**config.mk**
```make
export PLATFORM = sky130hd
export DESIGN_NAME = wvtc_lane
export DESIGN_NICKNAME = d
export VERILOG_FILES = /design/src/hw/rtl/wvtc_pkg.sv /design/src/hw/rtl/wvtc_lane.sv
export SDC_FILE = /design/constraint.sdc
export NUM_CORES = 2
export LEC_CHECK = 0
export BUFFER_PORTS_ARGS = -buffer_cell sky130_fd_sc_hd__buf_2
export CAP_MARGIN = 0
export CORE_MARGIN = 2
export CORE_UTILIZATION = 35
export DETAILED_ROUTE_END_ITERATION = 8
export GPL_ROUTABILITY_DRIVEN = 0
export PLACE_DENSITY = 0.47
export SLEW_MARGIN = 20
export SYNTH_ARGS = -nofsm -noshare
export SYNTH_HDL_FRONTEND = slang
export SYNTH_SLANG_ARGS = --single-unit
export TNS_END_PERCENT = 5
```
**constraint.sdc**
```tcl
create_clock -name aclk -period 25.6 [get_ports aclk]
set_clock_uncertainty 0.1 [all_clocks]
set_input_delay 2.56 -clock aclk [delete_from_list [all_inputs] [get_ports aclk]]
set_output_delay 2.56 -clock aclk [all_outputs]
set_load 0.1 [all_outputs]
```
**src/hw/rtl/wvtc_pkg.sv**
```systemverilog
// Package: shared constants, types and saturation helper for the teleoperation coupler.
`timescale 1ns / 1ps
`default_nettype none
package wvtc_pkg;

    localparam int DELAY_DEPTH = 5;
    localparam int SLOT_W      = (DELAY_DEPTH > 1) ? $clog2(DELAY_DEPTH) : 1;
    localparam int WORD_W      = 128;
    localparam int PROD_W      = 68;
    localparam int MX_W        = 35;
    localparam int MY_W        = 33;

    localparam logic [2:0] REG_WAVE_IMPEDANCE   = 3'd0;
    localparam logic [2:0] REG_FILTER_BANDWIDTH = 3'd1;
    localparam logic [2:0] REG_SQRT_TWO_IMP     = 3'd2;
    localparam logic [2:0] REG_INV_SQRT_TWO_IMP = 3'd3;
    localparam logic [2:0] REG_INV_TWO_PLUS_BW  = 3'd4;

    localparam logic [3:0] STEP_GAIN     = 4'd0;
    localparam logic [3:0] STEP_FPREV    = 4'd1;
    localparam logic [3:0] STEP_RAW      = 4'd2;
    localparam logic [3:0] STEP_DIVISOR  = 4'd3;
    localparam logic [3:0] STEP_FILTERED = 4'd4;
    localparam logic [3:0] STEP_CORRECT  = 4'd5;
    localparam logic [3:0] STEP_WAVE_MUL = 4'd6;
    localparam logic [3:0] STEP_FORCE    = 4'd7;
    localparam logic [3:0] STEP_NEW_MUL  = 4'd8;
    localparam logic [3:0] STEP_NEW_WAVE = 4'd9;
    localparam logic [3:0] STEP_LAST     = STEP_NEW_WAVE;

    typedef enum logic [2:0] {
        ST_IDLE,
        ST_READ,
        ST_CALC,
        ST_WRITE,
        ST_DONE
    } state_t;

    typedef struct packed {
        logic       run;
        logic [3:0] step;
    } lane_ctrl_t;

    typedef struct packed {
        logic [30:0] wave_impedance;
        logic [16:0] filter_bandwidth;
        logic [30:0] sqrt_two_impedance;
        logic [30:0] inv_sqrt_two_impedance;
        logic [16:0] inv_two_plus_bandwidth;
    } cfg_t;

    function automatic logic signed [31:0] sat32(input logic signed [PROD_W-1:0] v);
        logic signed [PROD_W-1:0] hi;
        logic signed [PROD_W-1:0] lo;
        hi = PROD_W'(33'sh0_7FFF_FFFF);
        lo = -PROD_W'(33'sh0_8000_0000);
        if (v > hi) begin
            return 32'sh7FFF_FFFF;
        end else if (v < lo) begin
            return 32'sh8000_0000;
        end
        return v[31:0];
    endfunction

endpackage
`default_nettype wire

```
**src/hw/rtl/wvtc_lane.sv**
```systemverilog
// Per-joint datapath: wave filter, drift correction, force and new wave over a shared multiplier.
`timescale 1ns / 1ps
`default_nettype none
module wvtc_lane (
    input  wire                       aclk,
    input  wire                       aresetn,
    input  wire wvtc_pkg::lane_ctrl_t ctrl,
    input  wire wvtc_pkg::cfg_t       cfg,
    input  wire logic signed [31:0]   wave_in,
    input  wire logic signed [31:0]   partner_pos,
    input  wire logic signed [31:0]   position,
    input  wire logic signed [31:0]   velocity,
    output logic signed [31:0]        force_out,
    output logic signed [31:0]        new_wave
);
    import wvtc_pkg::*;

    logic signed [PROD_W-1:0] prod_reg;
    logic signed [PROD_W-1:0] p1_reg;
    logic signed [31:0]       k_reg;
    logic signed [31:0]       e_reg;
    logic signed [31:0]       f_reg;
    logic signed [31:0]       wf_reg;
    logic signed [47:0]       mbv_reg;
    logic signed [31:0]       force_reg;
    logic signed [31:0]       d_reg;
    logic signed [31:0]       nw_reg;
    logic signed [31:0]       prev_raw_reg;
    logic signed [31:0]       prev_filt_reg;

    logic signed [MX_W-1:0]   mx;
    logic signed [MY_W-1:0]   my;
    logic signed [PROD_W-1:0] prod_next;
    logic signed [PROD_W-1:0] shifted;
    logic signed [PROD_W-1:0] acc;
    logic signed [18:0]       two_minus_bw;
    logic signed [31:0]       c_raw;
    logic signed [32:0]       c_abs;
    logic signed [32:0]       f_abs;
    logic signed [32:0]       c_fix;
    logic signed [31:0]       wf_next;
    logic signed [31:0]       f_next;
    logic signed [31:0]       force_next;

    assign shifted      = prod_reg >>> 16;
    assign acc          = prod_reg + p1_reg;
    assign two_minus_bw = 19'sd131072 - $signed({2'b00, cfg.filter_bandwidth});
    assign f_next       = sat32(shifted);
    assign c_raw        = sat32(shifted);
    assign force_next   = sat32(shifted - PROD_W'(mbv_reg));

    always_comb begin
        c_abs = (c_raw < 0) ? -33'(c_raw) : 33'(c_raw);
        f_abs = (f_reg < 0) ? -33'(f_reg) : 33'(f_reg);
        if ((e_reg < 0 && f_reg > 0) || (e_reg > 0 && f_reg < 0)) begin
            c_fix = '0;
        end else if (c_abs > f_abs) begin
            c_fix = -33'(f_reg);
        end else begin
            c_fix = 33'(c_raw);
        end
        wf_next = sat32(PROD_W'(f_reg) + PROD_W'(c_fix));
    end

    always_comb begin
        mx = '0;
        my = '0;
        case (ctrl.step)
            STEP_GAIN: begin
                mx = MX_W'($signed({1'b0, cfg.sqrt_two_impedance}));
                my = MY_W'($signed({1'b0, cfg.filter_bandwidth}));
            end
            STEP_FPREV: begin
                mx = MX_W'(two_minus_bw);
                my = MY_W'(prev_filt_reg);
            end
            STEP_RAW: begin
                mx = MX_W'($signed({1'b0, cfg.filter_bandwidth}));
                my = MY_W'(wave_in) + MY_W'(prev_raw_reg);
            end
            STEP_DIVISOR: begin
                mx = MX_W'(acc >>> 16);
                my = MY_W'($signed({1'b0, cfg.inv_two_plus_bandwidth}));
            end
            STEP_FILTERED: begin
                mx = MX_W'(k_reg);
                my = MY_W'(e_reg);
            end
            STEP_CORRECT: begin
                mx = MX_W'($signed({1'b0, cfg.wave_impedance}));
                my = MY_W'(velocity);
            end
            STEP_WAVE_MUL: begin
                mx = MX_W'($signed({1'b0, cfg.sqrt_two_impedance}));
                my = MY_W'(wf_reg);
            end
            STEP_NEW_MUL: begin
                mx = MX_W'(d_reg);
                my = MY_W'($signed({1'b0, cfg.inv_sqrt_two_impedance}));
            end
            default: begin
                mx = '0;
                my = '0;
            end
        endcase
        prod_next = PROD_W'(mx) * PROD_W'(my);
    end

    always_ff @(posedge aclk) begin
        if (!aresetn) begin
            prev_raw_reg  <= '0;
            prev_filt_reg <= '0;
        end else if (ctrl.run) begin
            case (ctrl.step)
                STEP_DIVISOR:  prev_raw_reg  <= wave_in;
                STEP_FILTERED: prev_filt_reg <= f_next;
                default: begin
                end
            endcase
        end
    end

    always_ff @(posedge aclk) begin
        if (ctrl.run) begin
            prod_reg <= prod_next;
            case (ctrl.step)
                STEP_FPREV: begin
                    k_reg <= sat32(shifted);
                    e_reg <= sat32(PROD_W'(partner_pos) - PROD_W'(position));
                end
                STEP_RAW:      p1_reg    <= prod_reg;
                STEP_FILTERED: f_reg     <= f_next;
                STEP_CORRECT:  wf_reg    <= wf_next;
                STEP_WAVE_MUL: mbv_reg   <= shifted[47:0];
                STEP_FORCE: begin
                    force_reg <= force_next;
                    d_reg     <= sat32(PROD_W'(mbv_reg) - PROD_W'(force_next));
                end
                STEP_NEW_WAVE: nw_reg    <= sat32(shifted);
                default: begin
                end
            endcase
        end
    end

    assign force_out = force_reg;
    assign new_wave  = nw_reg;

endmodule
`default_nettype wire

```
==> impl_metrics.ini <==
[run_status]
outcome = finished with violations
violations = DRC

[yosys]
synth.most_common_cell = nand2_1
synth-async-reset-ratio = 0
synth_area_mm2 = 0.07524
synth_cell_types = 106
synth_area_leaders = fa_1, edfxtp_1, ha_1, nand2_1, inv_1
ys_top_cells_by_count = nand2_1, inv_1, fa_1, ha_1, edfxtp_1
ys_seq_elements = 455
synth_nets = 10220
syn_avg_cell_area_um2 = 9.133
synth_seq_area_share = 0.1731
yosysTopAreaCell = fa_1
synth.yosys.warnings = 0
synthCells = 8238
synthFlopType = edfxtp_1
synth-edff-count = 391
synth_top_area_share = 0.3225

[placed_design]
place_area_mm2 = 0.08052
dp_hpwl_um = 225900
io_buffers = 325
place_ws_ns = 10.61

[timing]
slew_headroom = 0.2132
drv_slew = 0
hold_violations = 0
post-route-min-period_ns = 14.58
setup_tns_ns = 0
clock.fmax_ghz = 0.06860
worst_slew_pin_slew_ns = 1.180
rsz0062_at_grt = no
timing.hold.ws_ns = 0.3677
setup_viol = 0
post-route-worst-setup-slack_ns = 11.02
fin_crit_sh = 0.5694

[global_route]
overflow = 0
antenna_found_initial = 16
grt_pass1_vias = 63330
grt_max_degree = 73
grt_usage = 0.2623
grt_pass1_wl_um = 426800

[pwr]
leakage_uw = 0.03766
sw_frac_of_total = 0.5413
p_seq_frac = 0.141
p_int_uw = 3809
switching_power_uw = 4495
power_frac_comb = 0.756
ir_worst_vdd_mv = 0.09299
clockPowerShare = 0.103
powerDensity_mw_per_mm2 = 100.7

[cells_and_area]
fill_cells = 21690
drive_gt1_frac = 0.08578
largest_reg_flops = 68
layout.nets = 10350
area_delta_synth_final_pct = 9.587
fin_area_mm2 = 0.08245

[routing]
avgRoutedWirePerCell_um = 25.64
wirelength_um = 288800
drt_first_pass_iters = 9
vias_per_cell = 5.497
final_antenna_net_count = 0
vias = 61920
drc = 17
drtIter0Drc = 5471

[clocking]
post_cts_buffers = 0
path_clk_slew_ns = 0.06
clk_latency_ns = 0.66
clock-sinks = 455
hold_buffers = 0
clk_path_buf_depth = 3
cts_root_buf = clkbuf_16
cts_tree = yes
cts-resized-gates = 0
cts_htree_levels = 2
cts_buffers = 56

[critical_path]
cp-end-kind = flop
cp_slowest_cell = o221ai_1
cp_max_fo = 22
critPathMaxStageDelay_ns = 0.73
start_kind = primary input
worstPathRequired_ns = 25.95
cp.arrival_ns = 14.93
crit_top_cell = fa_1
path_class = in2reg

[floorplanning]
start_util = 0.3513
die_h_um = 467.6
dieArea_mm2 = 0.2187
core-area_mm2 = 0.2142
io_pins = 326
die_x_um = 467.6
placement_rows = 170

[job]
max_cap_viol_count = 0

[worst_hold_path]
hold_path_class = reg2reg
[path summary, 6_finish.rpt]
| check | startpoint | endpoint | slack (ns) | cells past startpoint |
|---|---|---|---|---|
| setup reg to reg | prod_reg[28]$_DFFE_PP_ | prod_reg[65]$_DFFE_PP_ | 12.51 | 35 |
| hold / removal | prod_reg[14]$_DFFE_PP_ | p1_reg[14]$_DFFE_PP_ | 0.37 | 0 |
| setup / recovery | wave_in[7] | prod_reg[64]$_DFFE_PP_ | 11.02 | 33 |
| hold reg to reg | prod_reg[14]$_DFFE_PP_ | p1_reg[14]$_DFFE_PP_ | 0.37 | 0 |
[metal layers]
metal / part of all wire / global-route usage / vias to the layer above / wire length, µm
li1: - / - / 27390 / -
met1: 0.45 / 0.3697 / 31760 / 129400
met2: 0.45 / 0.4158 / 2359 / 130100
met3: 0.066 / 0.03817 / 399 / 19060
met4: 0.035 / 0.07942 / 8 / 10190
met5: 0.00019 / 0 / - / 55
[metrics by stage]
| stage | util | cells | power (µW) |
|---|---|---|---|
| floorplan | - | 8238 | 5385 |
| global placement | 0.3759 | 11150 | 7388 |
| CTS | 0.3848 | 11260 | 8308 |
| detailed placement | 0.3759 | 11150 | 7392 |
| finish | 0.3849 | 11260 | 8304 |
| global route | 0.3849 | 11260 | 8970 |
[placed cells by master, fill, tap and decap left out, types with 44 or more instances in the layout]
master	instances
nand2_1	1381
inv_1	1333
fa_1	1211
ha_1	506
edfxtp_1	391
buf_2	324
a21oi_1	297
nor2_1	258
o21ai_0	204
a21o_1	178
xnor2_1	176
buf_4	163
nand3_1	146
xor2_1	143
and2_1	128
nor2b_1	106
nand2b_1	85
a22oi_1	73
nor3_1	72
nand4_1	64
dfxtp_1	64
clkbuf_16	56
o21a_1	51
or3_1	50
mux2i_1	49
o211ai_1	47
o21bai_1	46
a21boi_0	44
[power by group through the flow]
stage	clock (µW)	combinational, µW	sequential, µW
floorplan	0	4210	1180
global placement	0	6200	1190
detailed placement	0	6210	1190
CTS	867	6270	1170
global route	893	6900	1180
finish	852	6280	1170
[cells by family after synthesis]
family          after synthesis  share of synthesized area
xor+xnor                    320                    0.03725
flops                       455                     0.1731
fa+ha+maj                  1725                     0.4076
mux                          56                   0.007567
simple gates               2500                     0.1530
other cells                   1                 0.00004984
compound gates             1432                     0.1334
buf+inv                    1749                    0.08805
[worst max-delay path, delay by kind of cell]
family | cells | cell delay (ns)
compound gates | 10 | 3.91
xor+xnor | 1 | 0.20
buf+inv | 4 | 1.19
simple gates | 8 | 2.09
fa+ha+maj | 10 | 4.94
[layout make-up]
class | count | area [µm²] | share of cell area
timing repair buffer | 487 | 2845 | 0.03451
antenna | 8 | 20.02 | 0.0002428
inverter | 1336 | 5016 | 0.06084
clock inverter | 39 | 432.9 | 0.005251
clock buffer | 66 | 1459 | 0.01769
multi-input combinational | 6034 | 56110 | 0.6805
sequential | 455 | 13020 | 0.1579
tap | 2838 | 3551 | 0.04307
Note: power is estimated with default switching activity, not from simulation.
